## src/rtl/aiops_pkg.sv

```systemverilog
// Shared types and constants of the arcade I/O port shifter.
`default_nettype none
package aiops_pkg;

    // Bus access kinds
    localparam logic OP_READ  = 1'b0;
    localparam logic OP_WRITE = 1'b1;

    // Port numbers
    localparam logic [2:0] PORT_ID      = 3'd0;  // read: fixed ID byte
    localparam logic [2:0] PORT_BUTTONS = 3'd1;  // read: player buttons
    localparam logic [2:0] PORT_DIP     = 3'd2;  // read: DIP switches, write: shift amount
    localparam logic [2:0] PORT_SHIFT   = 3'd3;  // read: shifted byte, write: sound bank A
    localparam logic [2:0] PORT_SHDATA  = 3'd4;  // write: push byte into shift pair
    localparam logic [2:0] PORT_SOUND_B = 3'd5;  // write: sound bank B

    localparam logic [7:0] ID_BYTE       = 8'h74;
    localparam logic [7:0] SAUCER_REPEAT = 8'd100;

    localparam int TDATA_IN_W  = 24;
    localparam int TDATA_OUT_W = 24;

    // One bus access held in the input register
    typedef struct packed {
        logic       operation;
        logic [2:0] port;
        logic [7:0] write_data;
        logic [5:0] buttons;
    } item_t;

    // One result item
    typedef struct packed {
        logic [8:0] sound_start;
        logic [7:0] read_data;
    } result_t;

endpackage
`default_nettype wire

```

## src/rtl/aiops_in_stage.sv

```systemverilog
// Input register stage of the arcade I/O port shifter.
`default_nettype none
module aiops_in_stage (
    input  wire logic                              aclk,
    input  wire logic                              aresetn,
    input  wire logic                              s_tvalid,
    output logic                                   s_tready,
    // [2:0] port, [10:3] write_data, [16:11] buttons, [23:17] zero
    input  wire logic [aiops_pkg::TDATA_IN_W-1:0]  s_tdata,
    // [0] operation
    input  wire logic                              s_tuser,
    input  wire logic                              advance,
    output logic                                   item_valid,
    output aiops_pkg::item_t                       item
);

    logic             valid_reg;
    logic             valid_next;
    aiops_pkg::item_t item_reg;

    // Room when empty or when the held transaction moves on this cycle
    assign s_tready = !valid_reg || advance;

    always_comb begin
        valid_next = valid_reg;
        if (s_tvalid && s_tready) begin
            valid_next = 1'b1;
        end else if (advance) begin
            valid_next = 1'b0;
        end
    end

    always_ff @(posedge aclk) begin
        if (!aresetn) begin
            valid_reg <= 1'b0;
        end else begin
            valid_reg <= valid_next;
        end
    end

    // Payload capture
    always_ff @(posedge aclk) begin
        if (s_tvalid && s_tready) begin
            item_reg.operation  <= s_tuser;
            item_reg.port       <= s_tdata[2:0];
            item_reg.write_data <= s_tdata[10:3];
            item_reg.buttons    <= s_tdata[16:11];
        end
    end

    assign item_valid = valid_reg;
    assign item       = item_reg;

endmodule
`default_nettype wire

```

## src/rtl/aiops_core.sv

```systemverilog
// Port state, shifter and sound edge detection of the arcade I/O port shifter.
`default_nettype none
module aiops_core (
    input  wire logic             aclk,
    input  wire logic             aresetn,
    input  wire logic             cfg_valid,
    input  wire logic [7:0]       cfg_data,
    input  wire logic             advance,
    input  wire aiops_pkg::item_t item,
    output aiops_pkg::result_t    result
);

    logic [7:0] dip_reg;
    logic [2:0] shift_amount_reg, shift_amount_next;
    logic [7:0] shift_low_reg, shift_low_next;
    logic [7:0] shift_high_reg, shift_high_next;
    logic [7:0] last_sound_a_reg, last_sound_a_next;
    logic [7:0] last_sound_b_reg, last_sound_b_next;
    logic [7:0] saucer_count_reg, saucer_count_next;

    logic [15:0] shifted;
    logic [7:0]  rising_a;
    logic [7:0]  rising_b;

    // DIP switch register
    always_ff @(posedge aclk) begin
        if (!aresetn) begin
            dip_reg <= 8'd0;
        end else if (cfg_valid) begin
            dip_reg <= cfg_data;
        end
    end

    assign shifted  = {shift_high_reg, shift_low_reg} << shift_amount_reg;
    assign rising_a = item.write_data & ~last_sound_a_reg;
    assign rising_b = item.write_data & ~last_sound_b_reg;

    // Port decode: result and next state
    always_comb begin
        shift_amount_next  = shift_amount_reg;
        shift_low_next     = shift_low_reg;
        shift_high_next    = shift_high_reg;
        last_sound_a_next  = last_sound_a_reg;
        last_sound_b_next  = last_sound_b_reg;
        saucer_count_next  = saucer_count_reg;
        result.read_data   = 8'd0;
        result.sound_start = 9'd0;

        if (item.operation == aiops_pkg::OP_READ) begin
            unique case (item.port)
                aiops_pkg::PORT_ID:      result.read_data = aiops_pkg::ID_BYTE;
                aiops_pkg::PORT_BUTTONS: result.read_data = {1'b0, item.buttons[5:3],
                                                             1'b0, item.buttons[2:0]};
                aiops_pkg::PORT_DIP:     result.read_data = dip_reg;
                aiops_pkg::PORT_SHIFT:   result.read_data = shifted[15:8];
                default:                 result.read_data = 8'd0;
            endcase
        end else begin
            unique case (item.port)
                aiops_pkg::PORT_DIP: begin
                    shift_amount_next = item.write_data[2:0];
                end
                aiops_pkg::PORT_SHIFT: begin
                    // UFO bit held high restarts its sample every repeat+1 writes
                    if (item.write_data[0]) begin
                        if (saucer_count_reg == aiops_pkg::SAUCER_REPEAT) begin
                            result.sound_start[0] = 1'b1;
                            saucer_count_next     = 8'd0;
                        end else begin
                            saucer_count_next = saucer_count_reg + 8'd1;
                        end
                    end
                    result.sound_start[3:1] = rising_a[3:1];
                    last_sound_a_next       = item.write_data;
                end
                aiops_pkg::PORT_SHDATA: begin
                    shift_low_next  = shift_high_reg;
                    shift_high_next = item.write_data;
                end
                aiops_pkg::PORT_SOUND_B: begin
                    result.sound_start[8:4] = rising_b[4:0];
                    last_sound_b_next       = item.write_data;
                end
                default: begin
                end
            endcase
        end
    end

    // State registers, updated as each transaction leaves the input stage
    always_ff @(posedge aclk) begin
        if (!aresetn) begin
            shift_amount_reg <= 3'd0;
            shift_low_reg    <= 8'd0;
            shift_high_reg   <= 8'd0;
            last_sound_a_reg <= 8'd0;
            last_sound_b_reg <= 8'd0;
            saucer_count_reg <= 8'd0;
        end else if (advance) begin
            shift_amount_reg <= shift_amount_next;
            shift_low_reg    <= shift_low_next;
            shift_high_reg   <= shift_high_next;
            last_sound_a_reg <= last_sound_a_next;
            last_sound_b_reg <= last_sound_b_next;
            saucer_count_reg <= saucer_count_next;
        end
    end

endmodule
`default_nettype wire

```

## src/rtl/arcade_io_port_shifter_top.sv

```systemverilog
// Top level of the arcade I/O port shifter: input stage, port logic, result register.
// Path: a transaction is taken into the input register, then moves into the result register,
// which drives m_tvalid and m_tdata until it is taken. Throughput: one transaction per cycle while
// m_tready is high; during a stall the input register takes one more, then s_tready drops.
// Reset: synchronous active-low aresetn clears both stages, all port state
// and the DIP switch byte; no clearing pass is needed.
`default_nettype none
module arcade_io_port_shifter_top (
    input  wire logic                               aclk,
    input  wire logic                               aresetn,
    input  wire logic                               s_tvalid,
    output logic                                    s_tready,
    // [2:0] port, [10:3] write_data, [16:11] buttons, [23:17] zero
    input  wire logic [aiops_pkg::TDATA_IN_W-1:0]   s_tdata,
    // [0] operation
    input  wire logic                               s_tuser,
    output logic                                    m_tvalid,
    input  wire logic                               m_tready,
    // [7:0] read_data, [16:8] sound_start, [23:17] zero
    output logic [aiops_pkg::TDATA_OUT_W-1:0]       m_tdata,
    input  wire logic                               cfg_valid,
    output logic                                    cfg_ready,
    input  wire logic [7:0]                         cfg_data
);

    logic               item_valid;
    logic               advance;
    aiops_pkg::item_t   item;
    aiops_pkg::result_t result;
    aiops_pkg::result_t result_reg;
    logic               out_valid_reg;
    logic               out_valid_next;

    assign cfg_ready = 1'b1;

    // Move the held transaction on when the result register is free or draining
    assign advance = item_valid && (!out_valid_reg || m_tready);

    aiops_in_stage u_in_stage (
        .aclk       (aclk),
        .aresetn    (aresetn),
        .s_tvalid   (s_tvalid),
        .s_tready   (s_tready),
        .s_tdata    (s_tdata),
        .s_tuser    (s_tuser),
        .advance    (advance),
        .item_valid (item_valid),
        .item       (item)
    );

    aiops_core u_core (
        .aclk      (aclk),
        .aresetn   (aresetn),
        .cfg_valid (cfg_valid),
        .cfg_data  (cfg_data),
        .advance   (advance),
        .item      (item),
        .result    (result)
    );

    // Result register
    always_comb begin
        out_valid_next = out_valid_reg;
        if (advance) begin
            out_valid_next = 1'b1;
        end else if (m_tready) begin
            out_valid_next = 1'b0;
        end
    end

    always_ff @(posedge aclk) begin
        if (!aresetn) begin
            out_valid_reg <= 1'b0;
        end else begin
            out_valid_reg <= out_valid_next;
        end
    end

    always_ff @(posedge aclk) begin
        if (advance) begin
            result_reg <= result;
        end
    end

    assign m_tvalid = out_valid_reg;
    assign m_tdata  = {7'd0, result_reg.sound_start, result_reg.read_data};

endmodule
`default_nettype wire
```

## config.mk

```make
export PLATFORM = sky130hd
export DESIGN_NAME = arcade_io_port_shifter_top
export DESIGN_NICKNAME = d
export VERILOG_FILES = /design/src/rtl/aiops_pkg.sv /design/src/rtl/aiops_in_stage.sv /design/src/rtl/aiops_core.sv /design/src/rtl/arcade_io_port_shifter_top.sv
export SDC_FILE = /design/constraint.sdc
export NUM_CORES = 1
export LEC_CHECK = 0
export BUFFER_PORTS_ARGS = -buffer_cell sky130_fd_sc_hd__buf_2
export CAP_MARGIN = 10
export CELL_PAD_IN_SITES_DETAIL_PLACEMENT = 1
export CELL_PAD_IN_SITES_GLOBAL_PLACEMENT = 1
export CORE_ASPECT_RATIO = 0.9
export CORE_UTILIZATION = 40
export DETAILED_ROUTE_END_ITERATION = 7
export GPL_TIMING_DRIVEN = 1
export PLACE_DENSITY = 0.76
export SLEW_MARGIN = 20
export SYNTH_ARGS = -nofsm -noshare
export SYNTH_HDL_FRONTEND = slang
export SYNTH_SLANG_ARGS = --single-unit
export TNS_END_PERCENT = 100
```

## constraint.sdc

```tcl
create_clock -name aclk -period 2.1 [get_ports aclk]
set_input_delay 0.525 -clock aclk [delete_from_list [all_inputs] [get_ports aclk]]
set_output_delay 0.525 -clock aclk [all_outputs]
set_load 0.03 [all_outputs]
```

# Yosys cells after proc, flatten, opt, wreduce, memory -nomap -nowiden
# Cells that the tools add are included.
dict set report totals {
  output_inout_bits 27
  word_cells 53
  reg_bits 81
}
dict set report op_classes {
  bitwise_logic 4
  reduce_logical 17
  n_eq_ne 6
  addsub 1
  mux 7
  n_shift 1
}
# cell count
set op_table {}
lappend op_table {{8-bit one-hot mux with 4 select lines} 1}
lappend op_table {{16-bit by 3-bit left shift with 16-bit output} 1}
lappend op_table {{3-bit AND reduction} 5}
lappend op_table {{8-bit by 1-bit adder with 8-bit output (second input constant)} 1}
lappend op_table {{8-bit by 7-bit == test with 1-bit output (second input constant)} 1}
lappend op_table {{8-bit two-way mux} 1}
lappend op_table {{3-bit by 2-bit == test with 1-bit output (second input constant)} 2}
lappend op_table {{3-bit == test (second input constant)} 2}
lappend op_table {{5-bit bitwise AND} 1}
lappend op_table {{1-bit two-way mux} 5}
lappend op_table {{5-bit inverter} 1}
lappend op_table {{4-bit bitwise AND} 1}
lappend op_table {{4-bit inverter} 1}
lappend op_table {{2-bit AND reduction} 2}
lappend op_table {{4-bit AND reduction} 1}
lappend op_table {{2-bit nonzero test} 2}
lappend op_table {{3-bit by 1-bit == test with 1-bit output (second input constant)} 1}
lappend op_table {{3-bit zero test} 1}
lappend op_table {{1-bit logical AND} 2}
lappend op_table {{1-bit zero test} 2}
lappend op_table {{1-bit logical OR} 2}

# Depth between registers and ports, before layout
# Gate-level depths: netlist of the first run.
dict set report logic_depth {
  depth_word 6
  ltp_mapped 6
}

# By module
# A second synthesis of the first run with hierarchy kept.
dict set report hier_totals {
  cells_unflattened 326
  hier_area_um2 3656.0
}
# module seq_area_each_um2 cells_each instances area_per_inst_um2
set by_module_without_submodules {}
lappend by_module_without_submodules {aiops_core 840.8 272 1 2432.3}
lappend by_module_without_submodules {arcade_io_port_shifter_top 530.5 31 1 625.6}
lappend by_module_without_submodules {aiops_in_stage 560.5 23 1 598.1}

# Worst setup path after synthesis of the first run
# No wires, ideal clock.
dict set report synth_path {
  path_type {register to register}
  from {register u_core.shift_amount_reg[1]}
  to {register result_reg, in the netlist m_tdata[1], data pin}
  path_buffers 2
  path_slack_ps 115
  stages_incl_launch_ff 7
  arrival_ps 1720
  period_less_slack_ps 1985
  required_time_ps 1836
  path_cell_list {dfxtp_1 -> clkbuf_1 -> buf_2 -> mux2_2 -> mux4_2 -> inv_1 -> o22ai_1}
}
dict set report synth_via {
  elab_chain_cells 2
}
# element line
set synth_rtl {}
lappend synth_rtl {{start, declared} aiops_core.sv:14} ;# logic [2:0] shift_amount_reg, shift_amount_next;
lappend synth_rtl {{start signal, assigned} aiops_core.sv:100} ;# shift_amount_reg <= shift_amount_next;
lappend synth_rtl {{16-bit by 3-bit left shift with 16-bit output} aiops_core.sv:34} ;# assign shifted = {shift_high_reg, shift_low_reg} << shift_amount_reg;
lappend synth_rtl {{8-bit one-hot mux with 4 select lines} aiops_core.sv:50} ;# unique case (item.port)
lappend synth_rtl {{end signal, assigned} arcade_io_port_shifter_top.sv:81} ;# result_reg <= result;
lappend synth_rtl {{end, declared} arcade_io_port_shifter_top.sv:30} ;# aiops_pkg::result_t result_reg;
# No other way between the ends.
# A chain may end at the register's enable or synchronous reset.

# Worst setup path after layout of the first run
dict set report layout_path {
  from {register u_core.shift_amount_reg[1]}
  to {register result_reg, in the netlist m_tdata[4], data pin}
}
# The elaborated chain is that of the path after synthesis.

==> impl_metrics.yaml, run 1 <==
clocking:
  clock_sinks: 79
  cts_max_level: 3
  cts.clk_slew.worst_paths_ns: 0.08
  postCtsHoldBufs: 0
  numCtsBuffers: 9
  clock-root-buffer: "sky130_fd_sc_hd__clkbuf_8"
  postCtsResizedCells: 0
  tritoncts_clock_tree: "done"
  clock_insertion_delay_worst_skew_ns: 0.35
  cts_setup_buffers: 0
  clock_tree.buffer_depth: 2
logic_synthesis:
  synthCells: 306
  synth-seq-cells: 79
  count_of_flip_flops_with_a_built_in_enable_after_synthesis: 35
  syn-cell-area_um2: 3600
  synth_sequential_area_ratio_pct: 53.7
  synth.distinct_cells: 45
  yosys.area_share.simple_pct: 17.2
  synthAdderAreaFrac_pct: 0.696
  synth.mux.area_fraction_pct: 16.2
  area_fraction_in_compound_gates_after_synthesis_pct: 6.64
  synthesis.area_per_instance_um2: 11.8
  synth_top_family_by_area: "simple AND/OR/NAND/NOR gates"
  yosys_most_used_dff: "sky130_fd_sc_hd__dfxtp_1"
  synth-xor-area-share_pct: 0.974
  asyncSetResetFlopFracSynth_pct: 0
  yosys_warnings: 0
final_layout:
  largest_register_ffs: 18
  drive_above_1_share_pct: 26.8
  antennaDiodeCount: 0
  final_nets: 404
  area_delta_synth_final_pct: 17.6
  final_common_cell: "sky130_fd_sc_hd__buf_2"
  final_cell_mix: "sky130_fd_sc_hd__buf_2, sky130_fd_sc_hd__dfxtp_1, sky130_fd_sc_hd__nor2b_1"
timing:
  grt_setup_unrepaired: "no"
  max_freq_mhz: 521
  final.min_clock_period_ns: 1.92
  timing_hold_violations_final: 0
  hold_slack_ns: 0.343
  final-setup-viol-count: 0
  timing.final.crit_share_pct: 91.5
  fin_skew_ns: 0.00555
  fin_tns_setup_ns: 0
  final_max_slew_viol_count: 0
floorplan:
  die-height_um: 92.0
  rows: 32
  initial_utilization_pct: 41.6
  io_pins: 65
  dieArea_um2: 9380
  core_area_um2: 8650
  die_boundary_width_um: 102
routing:
  detailedRoute.firstPassIterationCount: 4
  routed-via-count: 2474
  drt_iter0_drc: 93
  routedWlPerCell_um: 15.5
  route.detailed.drc: 0
  final_antenna_net_count: 0
  vias_per_cell: 5.07
  routed_wirelength_um: 7560
worst_setup_path:
  timing.rr.end: "m_tdata[4]"
  critical_path.max_fanout: 7
  worst_r2r_startpoint: "u_core.shift_amount_reg[1]"
  worst_setup_path_startpoint: "u_core.shift_amount_reg[1]"
  critical_path.max_stage_delay_ns: 0.46
  cp_cell_sequence: "buf_4, mux2_2, mux4_2, nand2b_1, o21ai_0"
  critPathLaunchType: "flop"
  endpoint_kind: "flop"
  worst-path-buf-inv: 1
  worstSetupEndpoint: "m_tdata[4]"
  library_cell_contributing_the_largest_single_delay_on_the_critical_path: "sky130_fd_sc_hd__dfxtp_1"
  worst-endpoint-required_ns: 2.20
  arrival_ns: 2.02
  critical_path_stages: 5
  worst-setup-path-type: "reg2reg"
  r2r_cells: 5
  critPathTopFamily: "multiplexers"
  r2r_setup_slack_ns: 0.18
global_routing:
  grt_pass1_vias: 2612
  grt_pass1_wl_um: 12800
  grt_max_degree: 28
  grt_use_total_pct: 18.0
  grt-ovfl-total: 0
  number_of_antenna_violations_at_the_first_check_in_global_routing: 0
place:
  hpwlAfterDp_um: 5490
  gp_routability_congestion: 0.845
  portBuffers: 49
flow_run:
  timing.max_cap.violations: 0
power:
  power.static_leakage_nw: 1.71
  power_density_nw_per_um2: 748
  vdd_drop_max_v: 0.000367
worst_hold_path:
  hold_path_class: "in2reg"
status:
  outcome: "finished, final reports clean"
==> per-stage QoR <==
step	setup WS [ns]	util (%)	cell area [µm²]	cells	power, mW
finish	0.179	48.9	4230	488	3.16
global route	0.0471	48.9	4230	488	3.28
floorplan	0.115	-	3620	312	1.89
detailed placement	0.187	46.4	4010	472	1.97
global placement	0.219	46.4	4010	472	1.96
CTS	0.183	48.9	4230	488	3.20
==> cells in the mapped netlist, types with 7 or more instances <==
| library cell | n | area share (%) |
|---|---|---|
| sky130_fd_sc_hd__clkbuf_1 | 12 | 1.3 |
| sky130_fd_sc_hd__nor2b_1 | 41 | 7.1 |
| sky130_fd_sc_hd__nand2_1 | 8 | 0.83 |
| sky130_fd_sc_hd__dfxtp_1 | 44 | 24 |
| sky130_fd_sc_hd__buf_4 | 8 | 1.7 |
| sky130_fd_sc_hd__inv_1 | 8 | 0.83 |
| sky130_fd_sc_hd__edfxtp_1 | 35 | 29 |
| sky130_fd_sc_hd__mux2i_1 | 38 | 11 |
| sky130_fd_sc_hd__mux2_2 | 8 | 2.5 |
| sky130_fd_sc_hd__nor2_1 | 10 | 1.0 |
| sky130_fd_sc_hd__nand3_1 | 7 | 0.97 |
| sky130_fd_sc_hd__nor3b_1 | 8 | 1.7 |
| sky130_fd_sc_hd__a21oi_1 | 12 | 1.7 |
==> area by class of cell <==
| type | instances | area (µm²) |
|---|---|---|
| clock buffer | 12 | 145 |
| clock inverter | 4 | 70.1 |
| fill | 970 | 4420 |
| inverter | 8 | 30.0 |
| multi-input combinational | 200 | 1530 |
| sequential | 79 | 1930 |
| tap | 119 | 149 |
| timing repair buffer | 66 | 373 |
==> worst min path at each step <==
| stage | endpoint | startpoint | cells past startpoint | slack [ns] |
|---|---|---|---|---|
| finish | u_in_stage.item[1] | s_tdata[12] | 1 | 0.34 |
| global route | u_in_stage.item[16] | s_tdata[2] | 1 | 0.32 |
| CTS | u_in_stage.item[1] | s_tdata[12] | 1 | 0.32 |
| detailed placement | u_core.saucer_count_reg[7] | u_core.saucer_count_reg[7] | 2 | 0.48 |
| global placement | u_core.saucer_count_reg[7] | u_core.saucer_count_reg[7] | 2 | 0.47 |
| floorplan | u_core.saucer_count_reg[7] | u_core.saucer_count_reg[7] | 2 | 0.45 |
==> logic make-up (layout without fill, tap and decap cells) <==
kind of cell,after synthesis,count (layout)
and+or+nand+nor,99,99
DFF,79,79
muxes,51,51
AOI/OAI and AO/OA,36,36
buffers and inverters,33,90
xor gates and xnor gates,4,4
adders and majority gates,2,2
other,2,8
==> routing by layer <==
metal	vias up	track usage, %	wire length [µm]
li1	1206	-	-
met1	1206	23.2	3520
met2	52	29.3	3650
met3	10	5.18	295
met4	0	5.36	91
met5	-	0	0
==> power breakdown <==
part	leakage (nW)	internal (mW)	switching, mW
Combinational	0.910	0.0943	0.149
Clock	0.110	0.699	0.535
Sequential	0.686	1.66	0.0288
Total	1.71	2.45	0.712
Note: power is estimated with default switching activity, not from simulation.
==> inputs of run 2 (changes only) <==
--- a/config.mk
+++ b/config.mk
@@ -11,6 +11,7 @@
 export CELL_PAD_IN_SITES_GLOBAL_PLACEMENT = 1
 export CORE_ASPECT_RATIO = 0.9
 export CORE_UTILIZATION = 40
+export CTS_BUF_LIST = sky130_fd_sc_hd__clkbuf_16
 export DETAILED_ROUTE_END_ITERATION = 7
 export GPL_TIMING_DRIVEN = 1
 export PLACE_DENSITY = 0.76
==> impl_metrics.yaml, run 2 (synthesized netlist as in run 1, its figures left out) <==
final_layout:
  drive_above_1_share_pct: 26.6
  final_common_cell: "sky130_fd_sc_hd__buf_2"
  final_nets: 404
  antennaDiodeCount: 0
  final_cell_mix: "sky130_fd_sc_hd__buf_2, sky130_fd_sc_hd__dfxtp_1, sky130_fd_sc_hd__nor2b_1"
  largest_register_ffs: 18
  area_delta_synth_final_pct: 20.1
status:
  outcome: "finished, final reports clean"
place:
  gp_routability_congestion: 0.845
  place_worst_setup_slack_ns: 0.187
  portBuffers: 49
  hpwlAfterDp_um: 5490
power:
  power.static_leakage_nw: 1.76
  vdd_drop_max_v: 0.000437
  power_density_nw_per_um2: 823
timing:
  layout_setup_ws_ns: 0.178
  fin_tns_setup_ns: 0
  final.min_clock_period_ns: 1.92
  timing_hold_violations_final: 0
  fin_skew_ns: 0.00797
  timing.final.crit_share_pct: 91.5
  final_max_slew_viol_count: 0
  final-setup-viol-count: 0
  max_freq_mhz: 520
  grt_setup_unrepaired: "no"
clocking:
  clock-root-buffer: "sky130_fd_sc_hd__clkbuf_16"
  tritoncts_clock_tree: "done"
  clock_sinks: 79
  cts.clk_slew.worst_paths_ns: 0.06
  clock_insertion_delay_worst_skew_ns: 0.34
  clock_tree.buffer_depth: 2
  postCtsHoldBufs: 0
  cts_setup_buffers: 0
  numCtsBuffers: 9
  postCtsResizedCells: 0
  cts_max_level: 3
global_routing:
  grt-ovfl-total: 0
  grt_pass1_vias: 2607
  grt_use_total_pct: 18.3
  number_of_antenna_violations_at_the_first_check_in_global_routing: 0
  grt_max_degree: 28
  grt_pass1_wl_um: 12900
worst_setup_path:
  r2r_cells: 5
  critical_path.max_fanout: 7
  critPathLaunchType: "flop"
  worst-path-buf-inv: 1
  cp_cell_sequence: "buf_4, mux2_2, mux4_2, nand2b_1, o21ai_0"
  timing.rr.end: "m_tdata[4]"
  worst_r2r_startpoint: "u_core.shift_amount_reg[1]"
  worst-setup-path-type: "reg2reg"
  arrival_ns: 2.00
  critPathTopFamily: "multiplexers"
  library_cell_contributing_the_largest_single_delay_on_the_critical_path: "sky130_fd_sc_hd__mux4_2"
  worst-endpoint-required_ns: 2.18
  r2r_setup_slack_ns: 0.18
  critical_path.max_stage_delay_ns: 0.47
  endpoint_kind: "flop"
floorplan:
  die_boundary_width_um: 102
  rows: 32
  core_area_um2: 8650
  dieArea_um2: 9380
  die-height_um: 92.0
  initial_utilization_pct: 41.6
  io_pins: 65
worst_hold_path:
  worst_hold_launch: "s_tdata[12]"
  hold-path-endpoint: "u_in_stage.item[1]"
  min_delay_path_depth: 1
  hold_path_class: "in2reg"
routing:
  final_antenna_net_count: 0
  route.detailed.drc: 0
  routed_wirelength_um: 7730
  routedWlPerCell_um: 15.8
  detailedRoute.firstPassIterationCount: 4
  routed-via-count: 2446
  drt_iter0_drc: 95
  vias_per_cell: 5.01
flow_run:
  timing.max_cap.violations: 0
run 2: worst reg2reg max path: cells and delay by family, from the launching register on:
family / cells / cell delay, ns
simple gates: 1 / 0.09
flops: 1 / 0.46
buf+inv: 1 / 0.21
compound gates: 1 / 0.07
mux: 2 / 0.85
run 2: routing by layer:
metal	wire, µm	global-route usage (%)	part of all wire [%]	vias to the layer above
li1	-	-	-	1208
met3	260	4.50	3.4	9
met4	136	7.50	1.8	0
met1	3630	23.1	47	1183
met2	3700	29.9	48	46
met5	0	0	0	-
run 2: layout make-up:
type	instances	area, µm²
clock buffer	9	225
clock inverter	7	81.3
fill	963	4330
inverter	8	30.0
multi-input combinational	200	1530
sequential	79	1930
tap	119	149
timing repair buffer	66	373
run 2: worst max path at each step:
stage | startpoint | end | slack [ns] | cells past startpoint
detailed placement | m_tready | u_core.saucer_count_reg[7] | 0.19 | 5
global placement | u_core.shift_amount_reg[1] | m_tdata[4] | 0.22 | 5
floorplan | u_core.shift_amount_reg[1] | m_tdata[1] | 0.12 | 6
CTS | u_core.shift_amount_reg[1] | m_tdata[4] | 0.18 | 5
global route | u_in_stage.item_valid | u_core.saucer_count_reg[7] | 0.06 | 4
finish | u_core.shift_amount_reg[1] | m_tdata[4] | 0.18 | 5
run 2: through the flow:
stage                     utilization, %  hold WS [ns]  cells  power, mW  cell area (µm²)
after global placement              46.4         0.474    472       1.96             4010
final                               50.0         0.358    488       3.56             4320
after global routing                50.0         0.350    488       3.67             4320
after CTS                           50.0         0.347    488       3.59             4320
after detailed placement            46.4         0.479    472       1.97             4010
after floorplan                        -         0.447    312       1.89             3620
run 2: power by group:
| group | internal, mW | switching [mW] |
|---|---|---|
| registers | 1.66 | 0.0293 |
| clock network | 1.02 | 0.599 |
| logic | 0.0943 | 0.150 |
==> inputs of run 3 (changes only) <==
--- a/config.mk
+++ b/config.mk
@@ -10,13 +10,14 @@
 export CELL_PAD_IN_SITES_DETAIL_PLACEMENT = 1
 export CELL_PAD_IN_SITES_GLOBAL_PLACEMENT = 1
 export CORE_ASPECT_RATIO = 0.9
-export CORE_UTILIZATION = 40
+export CORE_UTILIZATION = 39
 export CTS_BUF_LIST = sky130_fd_sc_hd__clkbuf_16
 export DETAILED_ROUTE_END_ITERATION = 7
 export GPL_TIMING_DRIVEN = 1
-export PLACE_DENSITY = 0.76
+export PLACE_DENSITY = 0.75
 export SLEW_MARGIN = 20
 export SYNTH_ARGS = -nofsm -noshare
 export SYNTH_HDL_FRONTEND = slang
+export SYNTH_HIERARCHICAL = 1
 export SYNTH_SLANG_ARGS = --single-unit
 export TNS_END_PERCENT = 100
==> impl_metrics.yaml, run 3 <==
status:
  outcome: "finished, final reports clean"
timing:
  final_max_slew_viol_count: 0
  timing_hold_violations_final: 0
  grt_setup_unrepaired: "no"
  final.min_clock_period_ns: 1.84
  timing.final.crit_share_pct: 87.5
  fin_skew_ns: 0.00809
  layout_setup_ws_ns: 0.263
  max_freq_mhz: 544
  fin_tns_setup_ns: 0
  final-setup-viol-count: 0
clocking:
  postCtsResizedCells: 0
  cts.clk_slew.worst_paths_ns: 0.07
  clock_sinks: 79
  cts_max_level: 3
  numCtsBuffers: 9
  tritoncts_clock_tree: "done"
  postCtsHoldBufs: 0
  clock_insertion_delay_worst_skew_ns: 0.34
  clock_tree.buffer_depth: 2
  cts_setup_buffers: 0
  clock-root-buffer: "sky130_fd_sc_hd__clkbuf_16"
floorplan:
  core_area_um2: 9130
  io_pins: 65
  rows: 33
  initial_utilization_pct: 40.1
  die_boundary_width_um: 104
  die-height_um: 93.9
  dieArea_um2: 9770
place:
  place_worst_setup_slack_ns: 0.283
  gp_routability_congestion: 0.838
  hpwlAfterDp_um: 5740
  placedCellCount: 488
  portBuffers: 49
routing:
  vias_per_cell: 5.05
  detailedRoute.firstPassIterationCount: 4
  routedWlPerCell_um: 15.8
  final_antenna_net_count: 0
  drt_iter0_drc: 100
  routed-via-count: 2544
  route.detailed.drc: 0
  routed_wirelength_um: 7990
worst_setup_path:
  critical_path.max_fanout: 4
  worst-setup-path-type: "reg2out"
  arrival_ns: 1.31
  critPathLaunchType: "flop"
  worst-endpoint-required_ns: 1.57
  endpoint_kind: "output pin"
global_routing:
  gr-max-usage-layer: "met2"
  m3_gr_usage_pct: 3.74
  grt_max_degree: 37
  number_of_antenna_violations_at_the_first_check_in_global_routing: 0
  global_route.usage.met2_pct: 28.7
  gr_layer_usage_met1_pct: 23.5
  grt_pass1_vias: 2644
  grt_use_total_pct: 18.0
  grt_pass1_wl_um: 13300
  grt-ovfl-total: 0
power:
  vdd_drop_max_v: 0.000391
  power_density_nw_per_um2: 832
  power.static_leakage_nw: 1.56
  total_power_mw: 3.58
logic_synthesis:
  synthCells: 326
  synth-seq-cells: 79
  synth_sequential_area_ratio_pct: 52.8
  syn-cell-area_um2: 3660
  synth.distinct_cells: 50
  count_of_flip_flops_with_a_built_in_enable_after_synthesis: 35
  synth.most_common_cell: "sky130_fd_sc_hd__dfxtp_1"
  asyncSetResetFlopFracSynth_pct: 0
  yosys-top-cells-count: "sky130_fd_sc_hd__dfxtp_1, sky130_fd_sc_hd__edfxtp_1, sky130_fd_sc_hd__mux2i_1"
  synth_top_area_share_pct: 28.7
  synthesis.area_per_instance_um2: 11.2
  yosys_most_used_dff: "sky130_fd_sc_hd__dfxtp_1"
  synth_area_leader_cell: "sky130_fd_sc_hd__edfxtp_1"
  yosys_warnings: 6
  synth.area.top_cells: "sky130_fd_sc_hd__edfxtp_1, sky130_fd_sc_hd__dfxtp_1, sky130_fd_sc_hd__mux2i_1"
flow_run:
  timing.max_cap.violations: 0
final_layout:
  drive_above_1_share_pct: 25.9
  antennaDiodeCount: 0
  largest_register_ffs: 18
  area_delta_synth_final_pct: 17.8
  final_cell_mix: "sky130_fd_sc_hd__buf_2, sky130_fd_sc_hd__dfxtp_1, sky130_fd_sc_hd__edfxtp_1"
  final-instance-count-excl-fill: 504
  final_nets: 417
  final_common_cell: "sky130_fd_sc_hd__buf_2"
worst_hold_path:
  hold_path_class: "in2reg"
## run 3: cell type report
cell class | instances | area (µm²)
fillers | 1004 | 4820
flip-flops and latches | 79 | 1930
multi-input cells | 216 | 1540
repair buffers | 61 | 335
clock buffers | 9 | 225
well taps | 122 | 153
clock inverters | 7 | 80.1
inverters | 10 | 37.5
## run 3: kinds of logic (layout without fill, tap and decap cells)
group | count (synthesis) | count (layout) | share of synthesized area [%]
AOI/OAI and AO/OA | 61 | 61 | 10.9
xor gates and xnor gates | 7 | 7 | 1.68
adders and majority gates | 2 | 2 | 0.684
buffers and inverters | 37 | 87 | 5.78
DFF | 79 | 79 | 52.8
muxes | 37 | 37 | 11.0
other | 2 | 8 | 0.205
and+or+nand+nor | 101 | 101 | 16.9
## run 3: through the flow
stage                     cell area, µm²  util, %  hold WS, ns
after floorplan                     3690        -        0.444
after global placement              4000     43.8        0.455
after detailed placement            4000     43.8        0.466
after CTS                           4310     47.2        0.341
after global routing                4310     47.2        0.343
final                               4310     47.2        0.353
## run 3: worst paths after layout
check             slack [ns]                         end                  startpoint  cells after the start
setup / recovery        0.26                    s_tready       u_in_stage/item_valid                      3
hold / removal          0.35          u_in_stage/item[8]                  s_tdata[5]                      1
setup reg to reg        0.40                  m_tdata[1]  u_core/shift_amount_reg[1]                      4
hold reg to reg         0.47  u_core/last_sound_a_reg[1]  u_core/last_sound_a_reg[1]                      2
## run 3: power breakdown
part           internal (mW)  switching [mW]
Sequential              1.67          0.0379
Clock                  0.933           0.660
Combinational          0.102           0.178
Total                   2.70           0.876
## run 3: metal layers
metal	part of all wire [%]	vias to the layer above
li1	-	1250
met1	48	1235
met2	47	50
met3	3.2	9
met4	1.8	0
met5	0	-
## run 3: critical path: stages, from the launching register on
cell                       delay (ns)
sky130_fd_sc_hd__dfxtp_1         0.39
sky130_fd_sc_hd__nor2b_4         0.23
sky130_fd_sc_hd__nand2b_4        0.16
sky130_fd_sc_hd__buf_2           0.19
